`src/rtl/ptsc_pkg.sv`:
```
// Shared widths, register codes, status struct and helpers for the path-to-stepper block.
package ptsc_pkg;

   // fixed field widths
   localparam int CoordW   = 32;
   localparam int ScaleW   = 32;
   localparam int DeltaW   = 16;
   localparam int DurW     = 32;
   localparam int ProdW    = 2 * CoordW;
   // sum of two squares plus headroom, padded to an even bit count
   localparam int RadW     = ProdW + 2;
   localparam int RootW    = RadW / 2;
   // distance shifted up by the Q16.16 fraction before division by speed
   localparam int FracW    = 16;
   localparam int DvdW     = RootW + FracW;
   localparam int CsrAddrW = 2;
   localparam int CsrDataW = 32;

   localparam logic [ScaleW-1:0] ScaleReset = 32'h0001_0000;

   // configuration register codes
   typedef enum logic [CsrAddrW-1:0] {
      CSR_X_SCALE = 2'd0,
      CSR_Y_SCALE = 2'd1,
      CSR_SPEED   = 2'd2
   } csr_addr_type;

   // status of an iterative unit towards the sequencer
   typedef struct packed {
      logic busy;
      logic done;
   } unit_stat_type;

   // unsigned add, saturating at all ones
   function automatic logic [DurW-1:0] sat_add(input logic [DurW-1:0] a,
                                                input logic [DurW-1:0] b);
      logic [DurW:0] s;
      s = {1'b0, a} + {1'b0, b};
      return s[DurW] ? {DurW{1'b1}} : s[DurW-1:0];
   endfunction

endpackage

```
`src/rtl/ptsc_sqrt.sv`:
```
// Iterative integer square root, one result bit per cycle.
module ptsc_sqrt
   import ptsc_pkg::*;
(
   input  logic              clock,
   input  logic              reset,
   input  logic              start,
   input  logic [RadW-1:0]   radicand,
   output unit_stat_type     stat,
   output logic [RootW-1:0]  root
);

   localparam int RemW = RootW + 4;
   localparam int CntW = $clog2(RootW + 1);

   logic [RadW-1:0]  rad_ff;
   logic [RemW-1:0]  rem_ff;
   logic [RootW-1:0] root_ff;
   logic [CntW-1:0]  cnt_ff;
   logic             busy_ff;
   logic             done_ff;

   logic [RemW-1:0]  rem_sh;
   logic [RemW-1:0]  trial;
   logic             fits;

   // bring down the next bit pair and try root*4+1
   assign rem_sh = {rem_ff[RemW-3:0], rad_ff[RadW-1 -: 2]};
   assign trial  = {{(RemW-RootW-2){1'b0}}, root_ff, 2'b01};
   assign fits   = rem_sh >= trial;

   always_ff @(posedge clock) begin
      if (reset) begin
         busy_ff <= 1'b0;
         done_ff <= 1'b0;
         cnt_ff  <= '0;
      end else begin
         done_ff <= 1'b0;
         if (start) begin
            // load operand, clear partial results
            rad_ff  <= radicand;
            rem_ff  <= '0;
            root_ff <= '0;
            cnt_ff  <= CntW'(RootW);
            busy_ff <= 1'b1;
         end else if (busy_ff) begin
            // advance one bit pair
            rad_ff  <= {rad_ff[RadW-3:0], 2'b00};
            rem_ff  <= fits ? (rem_sh - trial) : rem_sh;
            root_ff <= {root_ff[RootW-2:0], fits};
            cnt_ff  <= cnt_ff - 1'b1;
            if (cnt_ff == CntW'(1)) begin
               busy_ff <= 1'b0;
               done_ff <= 1'b1;
            end
         end
      end
   end

   assign stat.busy = busy_ff;
   assign stat.done = done_ff;
   assign root      = root_ff;

endmodule

```
`config.mk`:
```
export PLATFORM = sky130hd
export DESIGN_NAME = ptsc_sqrt
export DESIGN_NICKNAME = d
export VERILOG_FILES = /design/src/rtl/ptsc_pkg.sv /design/src/rtl/ptsc_sqrt.sv
export SDC_FILE = /design/constraint.sdc
export NUM_CORES = 1
export LEC_CHECK = 0
export ABC_AREA = 1
export BUFFER_PORTS_ARGS = -buffer_cell sky130_fd_sc_hd__buf_2
export CORE_MARGIN = 2
export CORE_UTILIZATION = 30
export DETAILED_ROUTE_END_ITERATION = 8
export SLEW_MARGIN = 20
export SYNTH_ARGS = -nofsm -noshare
export SYNTH_HDL_FRONTEND = slang
export SYNTH_SLANG_ARGS = --single-unit
```
`constraint.sdc`:
```
create_clock -name clock -period 11.2 [get_ports clock]
set_input_delay 2.24 -clock clock [delete_from_list [all_inputs] [get_ports clock]]
set_output_delay 2.24 -clock clock [all_outputs]
set_load 0.005 [all_outputs]
```
== After elaboration in Yosys (flattened, before gate mapping) ==
Index checks and enable logic that the tools add are counted.
Word-level totals
  word-level logic and storage cells: 28
  input bits: 69
  output and inout port bits: 35
  bits in registers: 142
Cells by class
  bitwise gates (word level): 2
  reduce and logical (&&, ||, !) cells: 4
  add/sub/neg operators: 2
  mux-type cells: 11
  $lt $le $gt $ge: 1
  eq/ne operators: 1
Operators by type and width (number)
  $mux 66: 2
  $mux 35: 2
  $ge 37x35->1: 1
  $sub 35x35->35: 1
  $mux 33: 1
  $mux 6: 2
  $eq 6x1->1 const B: 1
  $sub 6x1->6 const B: 1
  $mux 1: 4
  $reduce_or 3->1: 1
  $not 1->1: 2
  $reduce_and 2->1: 1
  $reduce_bool 2->1: 1
  $reduce_or 2->1: 1

== Depth between registers and ports, before layout ==
  word-level depth: 4
  gate-level depth with buffers: 17
  mapped depth without buffers: 17

== Least setup slack after synthesis ==
Ideal clock, no wire load.
  path type: input to register
  from: input port start
  to: register rad_ff[0] (enable)
  stages: 3
  path buffers: 1
  data required time: 10.525 ns
  setup time: 0.675 ns
  slack: 1.555 ns
  arrival: 8.971 ns
  cells stage by stage: inv_1 clkbuf_1 a21oi_1
On the way
  cells in the longest elaborated chain, start to end: 2
RTL lines
  start: declaration: line ptsc_sqrt.sv:7  | input logic start,
  $reduce_bool 2->1 (no source line)
  $reduce_and 2->1 (no source line)
  end signal: assignment: line ptsc_sqrt.sv:41  | rad_ff <= radicand;
  end signal: assignment: line ptsc_sqrt.sv:48  | rad_ff <= {rad_ff[RadW-3:0], 2'b00};
  end: declaration: line ptsc_sqrt.sv:16  | logic [RadW-1:0] rad_ff;
Every way passes these cells.
A chain may end at the register's enable or synchronous reset.

== Worst setup path in the final report ==
  from: input port start
  to: register root_ff[20], in the netlist root[20] (enable)
On the way
  cells in the longest elaborated chain, start to end: 2
RTL lines
  $reduce_bool 2->1 (no source line)
  $reduce_and 2->1 (no source line)
  end signal: assignment: line ptsc_sqrt.sv:50  | root_ff <= {root_ff[RootW-2:0], fits};
  end: declaration: line ptsc_sqrt.sv:18  | logic [RootW-1:0] root_ff;
Every way passes these cells.

==> results.ini <==
[floorplan]
core_area_mm2=0.0296
dieWidth_um=177
start_util_pct=30.4
fp.dieH_um=177
fp-row-count=63
pin_count=104
dieArea_mm2=0.0314

[synthesis]
ys_types=38
synth-seq-cells=142
synth.largest_area_cell=edfxtp_1
postSynthCellCount=1187
synthArstFlopShare_pct=0
syn_nets=1293
yosys_warnings=0
synth_area_leaders=edfxtp_1 (45%), nand2_1 (20%), inv_1 (6.6%), nor2_1 (6.2%), ha_1 (5.1%)
synth.most_common_cell=nand2_1
synth_ff_type=edfxtp_1
yosysTopAreaCellShare_pct=44.7
seq_area_frac_synth_pct=46.5
netlist_area_mm2=0.00899
synth_edf_count=134
yosys-top-cells-count=nand2_1 (481), inv_1 (158), nor2_1 (148)
synth_area_per_cell_um2=7.58

[global_route]
grt_util_all_layers_pct=14.1
grt_pass1_vias=6980
grt-ovfl-total=0
grt_antenna_before_repair=0
grt_pass1_wl_um=35300
grt_max_degree=101

[setup_path]
crit_path_end=root[20]
critPathCaptureType=flop
crit_path_max_fanout=71
cp.arrival_ns=4.43
r2r-start=rem_ff[24]
cp-start-kind=input port
crit_start=start
reg2reg_slack_ns=8.29
reg2regPathDepth=10
r2r-end=rem_ff[27]
criticalPathCategory=input port to flop
critPathRequiredTime_ns=11.25

[placed_design]
place_inst=1651
numPortBuffers=103
dp_hpwl_um=15500
post-place-ws_ns=6.33
place_area_mm2=0.00985
gp_congestion=0.845

[finish]
area_growth_pct=16.2
antenna_cells=0
nets=1386
drive_above_1_share_pct=14.6
fin_area_mm2=0.0104
final_cells=1683
finish.utilization_pct=35.3

[clocking]
cts_sinks=142
cts_root_buf=clkbuf_16
clock_latency_ns=0.43
cts.path.max_buffers=2
clkTransAtPathRegs_ns=0.07
htreeDepth=4
cts_hold_buf=0
cts_resized=0
post_cts_buffers=0
cts_buffers=17
cts_tree=done

[detailed_routing]
drtIter0Drc=467
drc=0
routed_wl_um=21400
drt_first_pass_iters=5
post_drt_via_cell_ratio=4.36
ant_nets=0
wl_per_cell_um=12.7
route.vias.total=7330

[timing]
period_share_pct=39.1
slew_viol_final=0
final.min_clock_period_ns=4.38
rsz0062_at_grt=false
tightest_slew_ns=1.05
relSlewSlack_pct=30.1
worst_slack_ns=6.82
fin_skew_ns=0.0145
tns_ns=0
hold_viol=0
finalSetupViolCount=0
clock.fmax_mhz=228

[run_status]
outcome=completed

[power]
p_leak_nw=5.19
p_per_area_mw_per_mm2=153
ir_worst_vdd_v=0.0000930

[flow_run]
cap_violations=0

[worst_hold_path]
min_path_type=flop to flop

==> per-layer routing <==
layer	share of wire, %	vias to the layer above	wire [µm]	global-route usage [%]
met3	5.6	10	1190	3.01
met2	45	152	9520	22.2
met5	0	-	0	0
met4	0.61	0	131	3.20
met1	49	3282	10500	19.9
li1	-	3886	-	-
==> through the flow <==
step	total power [mW]	hold slack [ns]
after detailed placement	1.03	0.472
final	1.60	0.482
after global placement	1.03	0.470
after floorplan	0.941	0.448
after global routing	1.70	0.528
after CTS	1.62	0.483
==> cells in the final DEF (no fill, tap or decap), types with 4 or more instances in the layout <==
master     instances
nand4_1            5
o21bai_1           4
inv_8              5
clkbuf_16         17
inv_2              9
edfxtp_1         134
nand2_1          481
inv_6              5
nor3_1             5
buf_2            102
dfxtp_1            8
nand2_2           16
buf_4              5
nand3b_1          29
xor2_1            18
nor2_2            11
inv_1            157
o21ai_0            4
nand3_1           37
ha_1              37
a21oi_1           25
nor2_1           148
==> kinds of logic (layout without fill, tap and decap cells) <==
group	after synthesis	in the layout	synth area share, %
AOI/OAI and AO/OA	42	42	2.88
xor gates and xnor gates	19	19	1.85
adders and majority gates	37	37	5.15
and+or+nand+nor	744	744	34.4
buffers and inverters	203	309	9.22
DFF	142	142	46.5
==> worst min path at each step <==
stage	from	cells past startpoint	to
2_1_floorplan	cnt_ff[5]	2	cnt_ff[5]
3_5_place_dp	cnt_ff[5]	2	cnt_ff[5]
6_report	cnt_ff[5]	2	cnt_ff[5]
4_1_cts	cnt_ff[5]	2	cnt_ff[5]
3_3_place_gp	cnt_ff[5]	2	cnt_ff[5]
5_1_grt	cnt_ff[5]	2	cnt_ff[5]
==> cell type report <==
| type | instances | area (µm²) |
|---|---|---|
| clock buffers | 17 | 425 |
| clock inverters | 15 | 169 |
| fillers | 3175 | 19100 |
| inverters | 170 | 641 |
| multi-input cells | 842 | 3990 |
| flip-flops and latches | 142 | 4180 |
| well taps | 390 | 488 |
| repair buffers | 107 | 548 |
==> where the power goes <==
part | internal (mW) | total, mW | switching (mW) | leakage [nW]
Combinational | 0.127 | 0.366 | 0.239 | 3.54
Sequential | 0.635 | 0.652 | 0.0168 | 1.37
Clock | 0.319 | 0.584 | 0.265 | 0.284
==> registers in the layout, summed over array words and instances (netlist names) <==
signal,count
busy_ff,1
cnt_ff,6
done_ff,1
rad_ff,66
rem_ff,35
root,33
==> worst max-delay path, cell delays in order <==
cell and delay, ns:
buf_4 0.36, inv_2 0.10, a21oi_4 0.15, buf_4 0.65, buf_4 0.84
Note: power is estimated with default switching activity, not from simulation.
