**config.mk**
```make
export PLATFORM = sky130hd
export DESIGN_NAME = ptsc_mul
export DESIGN_NICKNAME = d
export VERILOG_FILES = /design/src/rtl/ptsc_pkg.sv /design/src/rtl/ptsc_mul.sv
export SDC_FILE = /design/constraint.sdc
export NUM_CORES = 2
export LEC_CHECK = 0
export BUFFER_PORTS_ARGS = -buffer_cell sky130_fd_sc_hd__buf_2
export CELL_PAD_IN_SITES_DETAIL_PLACEMENT = 1
export CELL_PAD_IN_SITES_GLOBAL_PLACEMENT = 1
export CORE_MARGIN = 5
export CORE_UTILIZATION = 40
export DETAILED_ROUTE_END_ITERATION = 12
export GPL_ROUTABILITY_DRIVEN = 0
export PLACE_DENSITY_LB_ADDON = 0.05
export SLEW_MARGIN = 0
export SYNTH_ARGS = -nofsm -noshare
export SYNTH_HDL_FRONTEND = slang
export SYNTH_SLANG_ARGS = --single-unit
```
**constraint.sdc**
```tcl
create_clock -name clock -period 7.9 [get_ports clock]
set_clock_uncertainty 0.15 [all_clocks]
set_input_delay 1.58 -clock clock [delete_from_list [all_inputs] [get_ports clock]]
set_output_delay 1.58 -clock clock [all_outputs]
set_load 0.1 [all_outputs]
```
**src/rtl/ptsc_pkg.sv**
```systemverilog
// Shared widths, register codes, status struct and helpers for the path-to-stepper block.
package ptsc_pkg;

   // fixed field widths
   localparam int CoordW   = 32;
   localparam int ScaleW   = 32;
   localparam int DeltaW   = 16;
   localparam int DurW     = 32;
   localparam int ProdW    = 2 * CoordW;
   // sum of two squares plus headroom, padded to an even bit count
   localparam int RadW     = ProdW + 2;
   localparam int RootW    = RadW / 2;
   // distance shifted up by the Q16.16 fraction before division by speed
   localparam int FracW    = 16;
   localparam int DvdW     = RootW + FracW;
   localparam int CsrAddrW = 2;
   localparam int CsrDataW = 32;

   localparam logic [ScaleW-1:0] ScaleReset = 32'h0001_0000;

   // configuration register codes
   typedef enum logic [CsrAddrW-1:0] {
      CSR_X_SCALE = 2'd0,
      CSR_Y_SCALE = 2'd1,
      CSR_SPEED   = 2'd2
   } csr_addr_type;

   // status of an iterative unit towards the sequencer
   typedef struct packed {
      logic busy;
      logic done;
   } unit_stat_type;

   // unsigned add, saturating at all ones
   function automatic logic [DurW-1:0] sat_add(input logic [DurW-1:0] a,
                                                input logic [DurW-1:0] b);
      logic [DurW:0] s;
      s = {1'b0, a} + {1'b0, b};
      return s[DurW] ? {DurW{1'b1}} : s[DurW-1:0];
   endfunction

endpackage

```
**src/rtl/ptsc_mul.sv**
```systemverilog
// Shared 32x32 unsigned multiplier with registered operands and product.
module ptsc_mul
   import ptsc_pkg::*;
(
   input  logic             clock,
   input  logic [CoordW-1:0] op_a,
   input  logic [CoordW-1:0] op_b,
   output logic [ProdW-1:0]  product
);

   logic [CoordW-1:0] a_ff;
   logic [CoordW-1:0] b_ff;
   logic [ProdW-1:0]  prod_ff;
   logic [ProdW-1:0]  prod_in;

   // full-width product of the held operands
   assign prod_in = a_ff * b_ff;

   // register operands, then the product
   always_ff @(posedge clock) begin
      a_ff    <= op_a;
      b_ff    <= op_b;
      prod_ff <= prod_in;
   end

   assign product = prod_ff;

endmodule

```
Word-level counts from Yosys, hierarchy flattened
Index checks and enable logic that the tools add are counted.
W data, S select, Z words.
Word-level totals
  input port bits: 65
  word-level logic and storage cells: 4
  bits in registers: 128
  output and inout bits: 64
Cells by class
  multipliers: 1
Operators by type and width (number)
  $mul A32 B32 Y64: 1

Logic depth before layout (Yosys ltp)
  depth after elaboration: 1
  mapped depth: 28
  gate-level depth less buffers: 26

Worst setup path after synthesis
OpenSTA, ideal clock, no wires.
  kind: reg2reg
  from: reg b_ff[8]
  to: reg prod_ff[62], in the netlist product[62]
  library setup time: 0.079 ns
  data required time: 7.671 ns
  stages on the path, launching flop included: 26
  slack: 0.851 ns
  buffers on the path: 2
  period minus slack after synthesis: 7.049 ns
  arrival: 6.819 ns
  cell sequence: dfxtp_1 -> clkbuf_1 -> nand2_1 -> fa_1 -> inv_1 -> fa_1 -> inv_1 -> fa_1 -> inv_1 -> fa_1 -> fa_1 -> fa_1 -> fa_1 -> inv_1 -> fa_1 -> inv_1 -> ha_1 -> buf_2 -> and3_1 -> and2_1 -> nand3_1 -> o31ai_1 -> nor3_2 -> o31a_1 -> o2111a_1 -> a211oi_2
On the way
  longest elaborated chain between the ends: 1
Ends and longest elaborated chain
  start, declared: line ptsc_mul.sv:12  | logic [CoordW-1:0] b_ff;
  start signal, assigned: line ptsc_mul.sv:22  | b_ff <= op_b;
  $mul A32 B32 Y64: line ptsc_mul.sv:17  | assign prod_in = a_ff * b_ff;
  via prod_in[62]: line ptsc_mul.sv:14  | logic [ProdW-1:0] prod_in;
  end signal, assigned: line ptsc_mul.sv:23  | prod_ff <= prod_in;
  end, declared: line ptsc_mul.sv:13  | logic [ProdW-1:0] prod_ff;
The timed path passes the listed nets, and every way through them passes these cells.

Worst setup path after layout
Ends and elaborated chain as after synthesis.

==> reports/metrics.yaml <==
tritoncts_clock_tree: "built"
timing.fmax_ghz: 0.131
mappedNetlistArea_mm2: 0.0361
ant_nets: 0
async_reset_ff_share_pct: 0
timing.critical_path.from_type: "flip-flop"
mappedNetlistNets: 5082
synthDistinctLibCells: 65
timing.hold.worst_path_depth: 1
drive_above_1_share_pct: 9.75
wl_met2_um: 60100
remaining_overflow_grt: 0
routed_wirelength_um: 112000
wl_met1_um: 44500
htree_num_levels: 4
yosys_top_cell_area_share_pct: 49.7
ys_seq_area_share_pct: 7.10
die_width_um: 310
drc: 0
via_per_inst: 4.96
placement.io_buffers: 128
reg2regPathDepth: 25
drt-wirelength-per-cell_um: 21.8
yosysWarningCount: 0
cp_num_cells: 25
slowest_delay_ns: 0.64
layout_worst_path_cycle_share_pct: 96.6
setup.worst_path.class: "flip-flop to flip-flop"
slowest_stage: "sky130_fd_sc_hd__fa_1"
setup_repair_after_global_routing_missed_its_margin: "no"
grt_pass1_wl_um: 176000
die_height_um: 310
worst_ep_arrival_ns: 7.91
dpl.hpwl_um: 95300
final.setup.worst_slack_ns: 0.272
area_growth_syn_to_layout_pct: 10.1
path_clk_slew_ns: 0.10
synth_area_leaders: "sky130_fd_sc_hd__fa_1, sky130_fd_sc_hd__and2_1, sky130_fd_sc_hd__ha_1, sky130_fd_sc_hd__inv_1, sky130_fd_sc_hd__dfxtp_1"
cp_max_fo: 32
dieArea_mm2: 0.0964
cell_family_with_most_cp_delay: "adder cells"
first_global_vias: 29668
cp_num_buf_inv: 7
detailroute.wirelength.met3_um: 2940
initialDrtViolationCount: 969
maxCapViolations: 0
worst_path_most_repeated_cell: "sky130_fd_sc_hd__fa_1"
count_of_flip_flops_with_a_built_in_enable_after_synthesis: 0
synth_area_per_cell_um2: 9.36
cts-buffers-inserted: 17
critPathRequiredTime_ns: 8.18
post-synth-top-area-cell: "sky130_fd_sc_hd__fa_1"
netlist_instances: 3858
timing.setup.tns_ns: 0
initial_utilization_pct: 40.2
cts_num_sinks: 128
detailroute.via_count: 25526
cts_root_buf: "sky130_fd_sc_hd__clkbuf_16"
io_pins: 129
num_rows: 110
post-route-min-period_ns: 7.63
worst_hold_path_type: "primary input to flip-flop"
grt_util_all_layers_pct: 24.4
finalHoldWorstSlack_ns: 0.982
status: "finished clean"
floorplan.core_area_mm2: 0.0897
crit_end: "product[62]$_DFF_P_"
worst-r2r-setup-slack_ns: 0.27
regToRegEndpoint: "product[62]$_DFF_P_"
regToRegStartpoint: "b_ff[8]$_DFF_P_"
dominantRegCellSynth: "sky130_fd_sc_hd__dfxtp_1"
actual_slew_at_the_worst_max_slew_pin_ns: 1.07
grt_antenna_before_repair: 3
postCtsHoldBufs: 0
dp_slack_ns: -0.0891
clock_path_buffers: 2
first_pass_iters: 4
setup_viol: 0
slew_headroom_pct: 28.3
number_of_hold_violations_in_the_final_report: 0
dr.max_layer_used: "met5"
end_kind: "flip-flop"
largest_net_degree_at_the_start_of_global_routing: 33
report.final.slew_viol_count: 0
critPathLaunch: "b_ff[8]$_DFF_P_"
clkLatencyLatePin_ns: 0.54
synth_seq_cells: 128
finish.net_count: 5182
-- cell type report --
cell class,count,area [µm²]
clock buffer,18,429
tap,1176,1470
fill,10345,50000
sequential,128,2600
timing repair buffer,300,2300
antenna,4,10.0
clock inverter,14,180
multi-input combinational,2643,29500
inverter,868,3260
-- cell usage in the layout (no fill, tap or decap), types with 5 or more instances in the layout --
cell type | netlist | layout
sky130_fd_sc_hd__a21o_1 | 25 | 25
sky130_fd_sc_hd__a21oi_1 | 75 | 74
sky130_fd_sc_hd__a31oi_1 | 9 | 9
sky130_fd_sc_hd__and2_1 | 604 | 604
sky130_fd_sc_hd__and3_1 | 13 | 13
sky130_fd_sc_hd__buf_12 | 0 | 29
sky130_fd_sc_hd__buf_2 | 9 | 128
sky130_fd_sc_hd__buf_4 | 0 | 141
sky130_fd_sc_hd__clkbuf_16 | 0 | 17
sky130_fd_sc_hd__dfxtp_1 | 128 | 104
sky130_fd_sc_hd__dfxtp_2 | 0 | 21
sky130_fd_sc_hd__fa_1 | 896 | 896
sky130_fd_sc_hd__ha_1 | 263 | 259
sky130_fd_sc_hd__inv_1 | 868 | 868
sky130_fd_sc_hd__inv_6 | 0 | 5
sky130_fd_sc_hd__nand2_1 | 479 | 479
sky130_fd_sc_hd__nand3_1 | 23 | 23
sky130_fd_sc_hd__nand4_1 | 19 | 19
sky130_fd_sc_hd__nor2_1 | 27 | 27
sky130_fd_sc_hd__nor2b_1 | 5 | 5
sky130_fd_sc_hd__nor3_1 | 8 | 7
sky130_fd_sc_hd__o211ai_1 | 6 | 6
sky130_fd_sc_hd__o21a_1 | 7 | 7
sky130_fd_sc_hd__o21ai_0 | 41 | 38
sky130_fd_sc_hd__o21ai_1 | 7 | 10
sky130_fd_sc_hd__o21bai_1 | 12 | 12
sky130_fd_sc_hd__xnor2_1 | 34 | 34
sky130_fd_sc_hd__xor2_1 | 26 | 26
-- stage by stage --
stage	utilization, %	area [µm²]	cells
final	44.3	39700	5151
after global routing	44.3	39700	5148
after CTS	44.2	39600	5145
after detailed placement	43.5	39000	5113
after global placement	43.5	39000	5113
after floorplan	-	36100	3858
-- worst min path at each step --
stage / start / end
after CTS: op_b[31] / b_ff[31]$_DFF_P_
final: op_b[31] / b_ff[31]$_DFF_P_
after detailed placement: a_ff[0]$_DFF_P_ / product[0]$_DFF_P_
after floorplan: b_ff[0]$_DFF_P_ / product[0]$_DFF_P_
after global routing: op_a[20] / a_ff[20]$_DFF_P_
after global placement: a_ff[0]$_DFF_P_ / product[0]$_DFF_P_
-- flip-flops by register name, indices dropped and copies added, names as in the netlist --
name	count
a_ff	32
product	64
b_ff	32
-- cells by family after synthesis --
logic type                 Yosys count  share of synthesized area, %
xor gates and xnor gates            60                          1.46
AOI/OAI and AO/OA                  219                          3.90
DFF                                128                          7.10
and+or+nand+nor                   1205                          17.4
buffers and inverters             1087                          11.3
adders and majority gates         1159                          58.8
-- Yosys cell counts, drive strengths merged, types with 25 or more instances --
| library cell | n |
|---|---|
| clkbuf | 210 |
| inv | 868 |
| dfxtp | 128 |
| a21oi | 76 |
| o21ai | 48 |
| a21o | 25 |
| xnor2 | 34 |
| xor2 | 26 |
| nor2 | 27 |
| and2 | 606 |
| ha | 263 |
| nand2 | 479 |
| fa | 896 |
-- timing repair --
| item | CTS | global route |
|---|---|---|
| setup buffers | 0 | 2 |
| pin swaps | 0 | 2 |
| gates cloned | 0 | 0 |
| setup endpoints to repair | 6 | 17 |
| gates resized for setup | 4 | 41 |
-- per-layer routing --
layer,GRT usage (%),vias to the layer above
met3,2.66,157
met4,9.13,2
met1,29.2,13623
met2,45.3,348
li1,-,11396
met5,0,-
Power is not shown: default switching activity piles up to over one toggle a cycle in this logic, so the estimate is an artifact.
