**config.mk**
```make
export PLATFORM = sky130hd
export DESIGN_NAME = ptsc_div
export DESIGN_NICKNAME = d
export VERILOG_FILES = /design/src/rtl/ptsc_pkg.sv /design/src/rtl/ptsc_div.sv
export SDC_FILE = /design/constraint.sdc
export NUM_CORES = 1
export LEC_CHECK = 0
export BUFFER_PORTS_ARGS = -buffer_cell sky130_fd_sc_hd__buf_2
export CAP_MARGIN = 20
export CORE_MARGIN = 2
export CORE_UTILIZATION = 55
export CTS_CLUSTER_DIAMETER = 80
export DETAILED_ROUTE_END_ITERATION = 10
export HOLD_SLACK_MARGIN = 0.15
export PLACE_DENSITY = 0.85
export SLEW_MARGIN = 15
export SYNTH_ARGS = -nofsm -noshare
export SYNTH_HDL_FRONTEND = slang
export SYNTH_SLANG_ARGS = --single-unit
```
**constraint.sdc**
```tcl
create_clock -name clock -period 8.4 [get_ports clock]
set_clock_uncertainty 0.1 [all_clocks]
set_input_delay 0.42 -clock clock [delete_from_list [all_inputs] [get_ports clock]]
set_output_delay 0.42 -clock clock [all_outputs]
set_load 0.005 [all_outputs]
```
**src/rtl/ptsc_pkg.sv**
```systemverilog
// Shared widths, register codes, status struct and helpers for the path-to-stepper block.
package ptsc_pkg;

   // fixed field widths
   localparam int CoordW   = 32;
   localparam int ScaleW   = 32;
   localparam int DeltaW   = 16;
   localparam int DurW     = 32;
   localparam int ProdW    = 2 * CoordW;
   // sum of two squares plus headroom, padded to an even bit count
   localparam int RadW     = ProdW + 2;
   localparam int RootW    = RadW / 2;
   // distance shifted up by the Q16.16 fraction before division by speed
   localparam int FracW    = 16;
   localparam int DvdW     = RootW + FracW;
   localparam int CsrAddrW = 2;
   localparam int CsrDataW = 32;

   localparam logic [ScaleW-1:0] ScaleReset = 32'h0001_0000;

   // configuration register codes
   typedef enum logic [CsrAddrW-1:0] {
      CSR_X_SCALE = 2'd0,
      CSR_Y_SCALE = 2'd1,
      CSR_SPEED   = 2'd2
   } csr_addr_type;

   // status of an iterative unit towards the sequencer
   typedef struct packed {
      logic busy;
      logic done;
   } unit_stat_type;

   // unsigned add, saturating at all ones
   function automatic logic [DurW-1:0] sat_add(input logic [DurW-1:0] a,
                                                input logic [DurW-1:0] b);
      logic [DurW:0] s;
      s = {1'b0, a} + {1'b0, b};
      return s[DurW] ? {DurW{1'b1}} : s[DurW-1:0];
   endfunction

endpackage

```
**src/rtl/ptsc_div.sv**
```systemverilog
// Iterative restoring divider, one quotient bit per cycle.
module ptsc_div
   import ptsc_pkg::*;
(
   input  logic              clock,
   input  logic              reset,
   input  logic              start,
   input  logic [DvdW-1:0]   dividend,
   input  logic [ScaleW-1:0] divisor,
   output unit_stat_type     stat,
   output logic [DvdW-1:0]   quotient
);

   localparam int CntW = $clog2(DvdW + 1);

   // dividend shifts out at the top while quotient bits shift in below
   logic [DvdW-1:0]   dq_ff;
   logic [ScaleW-1:0] dsr_ff;
   logic [ScaleW-1:0] rem_ff;
   logic [CntW-1:0]   cnt_ff;
   logic              busy_ff;
   logic              done_ff;

   logic [ScaleW:0]   rem_sh;
   logic [ScaleW:0]   rem_sub;
   logic              fits;

   assign rem_sh  = {rem_ff, dq_ff[DvdW-1]};
   assign fits    = rem_sh >= {1'b0, dsr_ff};
   assign rem_sub = rem_sh - {1'b0, dsr_ff};

   always_ff @(posedge clock) begin
      if (reset) begin
         busy_ff <= 1'b0;
         done_ff <= 1'b0;
         cnt_ff  <= '0;
      end else begin
         done_ff <= 1'b0;
         if (start) begin
            dq_ff   <= dividend;
            dsr_ff  <= divisor;
            rem_ff  <= '0;
            cnt_ff  <= CntW'(DvdW);
            busy_ff <= 1'b1;
         end else if (busy_ff) begin
            // subtract where the divisor fits, keep the remainder otherwise
            rem_ff <= fits ? rem_sub[ScaleW-1:0] : rem_sh[ScaleW-1:0];
            dq_ff  <= {dq_ff[DvdW-2:0], fits};
            cnt_ff <= cnt_ff - 1'b1;
            if (cnt_ff == CntW'(1)) begin
               busy_ff <= 1'b0;
               done_ff <= 1'b1;
            end
         end
      end
   end

   assign stat.busy = busy_ff;
   assign stat.done = done_ff;
   assign quotient  = dq_ff;

endmodule

```
======== After elaboration in Yosys (flattened, before gate mapping) ========
Cells that the tools add are included.
storage, ports and cells
  flip-flop bits (word level) ............. 121
  latch bits .............................. 0
  memory bits (writable) .................. 0
  ROM bits ................................ 0
  bits of input ports ..................... 84
  output and inout port bits .............. 51
  logic and storage cells ................. 28
  memories ................................ 0
operators by class
  $add $sub $neg .......................... 2
  multiply operators ...................... 0
  divide/modulo/power cells ............... 0
  $lt $le $gt $ge ......................... 1
  equality and inequality tests ........... 1
  shift-type cells ........................ 0
  multiplexer cells ....................... 10
  bitwise logic cells ..................... 2
  reduce and logical (&&, ||, !) cells .... 5
operators by type and width
  kind                                               count
  2-to-1 mux 49 bit                                  2
  2-to-1 mux 32 bit                                  2
  >= comparator 33 x 32 -> 1 bit                     1
  subtractor 32 bit                                  1
  2-to-1 mux 6 bit                                   2
  == test 6 x 1 -> 1 bit (second input constant)     1
  subtractor 6 x 1 -> 6 bit (second input constant)  1
  2-to-1 mux 1 bit                                   4
  AND reduction 2 bit                                2
  OR reduction 3 bit                                 1
  inverter 1 bit                                     2
  nonzero test 2 bit                                 1
  OR reduction 2 bit                                 1

======== Longest topological paths before layout ========
  word-level depth ........................ 4
  gate-level depth with buffers ........... 14
  gate-level depth less buffers ........... 12

======== Worst setup path before layout ========
OpenSTA, ideal clock, no wires.
  path kind ............................... input-to-reg
  start ................................... in start
  end ..................................... reg dq_ff[0], in the netlist quotient[0], enable pin
  setup time .............................. 0.521 ns
  data arrival time ....................... 4.462 ns
  required time ........................... 7.779 ns
  path slack .............................. 3.317 ns
  cell stages on the path ................. 4
  buffers on the path ..................... 2
  cells stage by stage .................... clkbuf_1 clkbuf_1 nor2_1 nor2_1
between the ends
  longest elaborated chain between the ends .. 2
ends and longest elaborated chain
  element                        RTL line        RTL
  from (decl)                    ptsc_div.sv:7   input logic start,
  nonzero test 2 bit (no line)   n/a
  AND reduction 2 bit (no line)  n/a
  to (signal assigned)           ptsc_div.sv:40  dq_ff <= dividend;
  to (signal assigned)           ptsc_div.sv:48  dq_ff <= {dq_ff[DvdW-2:0], fits};
  to (decl)                      ptsc_div.sv:17  logic [DvdW-1:0] dq_ff;
Every way passes these cells.
A chain may end at the register's enable or synchronous reset.

======== Worst setup path in the final report ========
  start ................................... reg rem_ff[5]
  end ..................................... reg rem_ff[23] (data pin)
between the ends
  longest elaborated chain between the ends .. 3
  elaborated cells between the ends (all ways) .. 4
  classes of those cells .................. 1 x add/sub; 1 x order compare; 2 x mux
ends and longest elaborated chain
  element                                                                     RTL line                        RTL
  from (decl)                                                                 ptsc_div.sv:19                  logic [ScaleW-1:0] rem_ff;
  from (signal assigned)                                                      ptsc_div.sv:47                  rem_ff <= fits ? rem_sub[ScaleW-1:0] : rem_sh[ScaleW-1:0];
  subtractor 32 bit / >= comparator 33 x 32 -> 1 bit (equally long branches)  ptsc_div.sv:30, ptsc_div.sv:29
  2-to-1 mux 32 bit *                                                         ptsc_div.sv:47
  2-to-1 mux 32 bit *                                                         ptsc_div.sv:45                  end else if (busy_ff) begin
Every way passes the cells marked *; elsewhere a longest branch is shown, timed or not. The select of a mux whose other input is x is not followed.

==> flow_metrics.tcl <==
set metrics [dict create \
    io_pins 135 \
    cts_buffer_depth 2 \
    ys_top_cells_by_count "edfxtp_1 (113), a21oi_1 (57), nor2_1 (50)" \
    synth_top_area_share_pct 52.1 \
    synth_largest_area_cell "edfxtp_1" \
    status "complete, no violations" \
    drive_gt1_share_pct 29.5 \
    fillCellCount 778 \
    ys_types 48 \
    fmax_ghz 0.277 \
    rrSetupSlack_ns 4.78 \
    via_per_inst 5.64 \
    post_cts_resized 0 \
    synth_area_um2 6510 \
    antennaDiodeCount 0 \
    drt-total-wl_mm 15.1 \
    antenna_found_initial 0 \
    post-synth-top-count-cell "edfxtp_1" \
    max_slew.worst_pin.slew_ns 1.01 \
    multi_input_area_um2 2680 \
    finalCriticalPeriod_ns 3.62 \
    seqCellArea_um2 3550 \
    track_usage_pct 24.9 \
    drt_first_pass_iters 4 \
    path_class "reg2reg" \
    p_per_area_nw_per_um2 240 \
    htree_num_levels 4 \
    die_w_um 113 \
    core_area_um2 11500 \
    tns_ns 0 \
    dieArea_um2 12700 \
    finalCritPeriodShare_pct 43.0 \
    synth_edf_count 113 \
    yosysWarnings 0 \
    cp-start-kind "flip-flop" \
    ctsRootBufferMaster "clkbuf_16" \
    vdd_drop_max_uv 174 \
    cp.required_ns 8.46 \
    drt_iter0_drc 341 \
    place_congestion 0.887 \
    ant_nets 0 \
    overflow 0 \
    syn-num-nets 679 \
    clkSlewWorstSetupHoldPaths_ns 0.06 \
    cp_max_fo 23 \
    cts_tree "done" \
    worstSkewPairLatency_ns 0.42 \
    hold_path.class "in2reg" \
    cp.arrival_ns 3.68 \
    slew_violations 0 \
    post-cts-setup-buffers 0 \
    grt_pass1_wl_mm 24.7 \
    p_leak_nw 3.49 \
    drv_cap 0 \
    synth_seq_cells 121 \
    p_total_mw 1.97 \
    routed-via-count 4966 \
    areaGrowthSynthToFinish_pct 26.2 \
    finalHoldViolations 0 \
    grt_max_degree 57 \
    rsz0062_at_grt "false" \
    grt_pass1_vias 4959 \
    finalSetupViolations 0 \
    avgSynthCellArea_um2 11.6 \
    wl_per_cell_um 17.2 \
    ys_top_cells_by_area "edfxtp_1 (52%), mux2_2 (8.3%), ha_1 (6.5%)" \
    end_kind "flip-flop" \
    synth-seq-area-share_pct 54.6 \
    synth_cells 560 \
    cts.sinks 121 \
    numCtsBuffers 17 \
    drt_drc_violations_left 0 \
    place_hpwl_mm 10.2 \
    numPortBuffers 134 \
    die_h_um 113 \
    start_util_pct 56.8 \
    fin_nets 844 \
    async_reset_ff_share_pct 0 \
    max-slew-margin-rel_pct 32.8 \
    rows 39 \
    ys.flop_type "edfxtp_1" \
]
==> per-layer routing <==
layer / routed length [µm] / track usage (%)
met5: 0 / 0
met1: 6370 / 31.1
met2: 7410 / 41.0
met4: 266 / 8.62
met3: 1080 / 7.82
==> power breakdown <==
part | switching [mW] | internal (mW)
combinational | 0.244 | 0.183
clock | 0.267 | 0.527
sequential | 0.0264 | 0.727
total | 0.537 | 1.44
==> through the flow <==
step / cells / setup slack [ns] / hold slack, ns / util, % / instance area (µm²)
final: 881 / 4.78 / 0.194 / 71.7 / 8220
after detailed placement: 817 / 4.86 / 0.410 / 63.3 / 7260
after global placement: 817 / 5.04 / 0.386 / 63.3 / 7260
after global routing: 881 / 4.55 / 0.186 / 71.7 / 8220
after CTS: 881 / 4.86 / 0.178 / 71.7 / 8220
after floorplan: 560 / 3.32 / 0.369 / - / 6510
==> registers in the layout, summed over array words and instances (netlist names) <==
name and flops:
cnt_ff 6, busy_ff 1, quotient 49, dsr_ff 32
done_ff 1, rem_ff 32
==> critical path, stage by stage (launching register included) <==
cell      delay [ns]
edfxtp_1        0.39
ha_1            0.39
a21oi_1         0.20
nand2_1         0.07
o21ai_1         0.24
a21oi_2         0.14
a21oi_1         0.26
a21o_1          0.68
inv_2           0.30
and4_1          0.28
a311o_1         0.28
==> repair_timing <==
action,CTS,global route
endpoints found under the setup margin,0,0
hold endpoints to repair,32,0
hold buffers,32,0
==> area by class of cell <==
class | count | share of cell area [%]
clock buffers | 21 | 5.36
clock inverters | 11 | 2.37
inverters | 40 | 1.83
multi-input cells | 375 | 32.6
flip-flops and latches | 121 | 43.2
well taps | 143 | 2.18
repair buffers | 170 | 12.4
==> worst paths after layout <==
kind	start	to	cells after the start
hold / removal	dividend[10]	quotient[10]$_DFFE_PP_	2
setup / recovery	rem_ff[5]$_SDFFCE_PP0P_	rem_ff[23]$_SDFFCE_PP0P_	10
setup reg to reg	rem_ff[5]$_SDFFCE_PP0P_	rem_ff[23]$_SDFFCE_PP0P_	10
hold reg to reg	cnt_ff[1]$_SDFFE_PP0P_	cnt_ff[1]$_SDFFE_PP0P_	2
==> kinds of logic after synthesis <==
logic type,Yosys count,synth area share (%)
buffers and inverters,64,4.46
adders and majority gates,35,6.84
xor gates and xnor gates,29,3.90
muxes,52,8.91
AOI/OAI and AO/OA,124,11.7
DFF,121,54.6
and+or+nand+nor,135,9.66
==> cells in the final DEF, fill, tap and decap left out, types with 16 or more instances in the layout <==
master         Yosys  layout
a21oi_1           57      57
buf_2              4     134
clkbuf_16          0      17
dlygate4sd3_1      0      32
edfxtp_1         113     113
ha_1              34      34
inv_1             39      39
mux2_2            48      48
nand2_1           36      36
nor2_1            50      48
o21ai_0           16      16
xor2_1            18      18
Note: power is estimated with default switching activity, not from simulation.
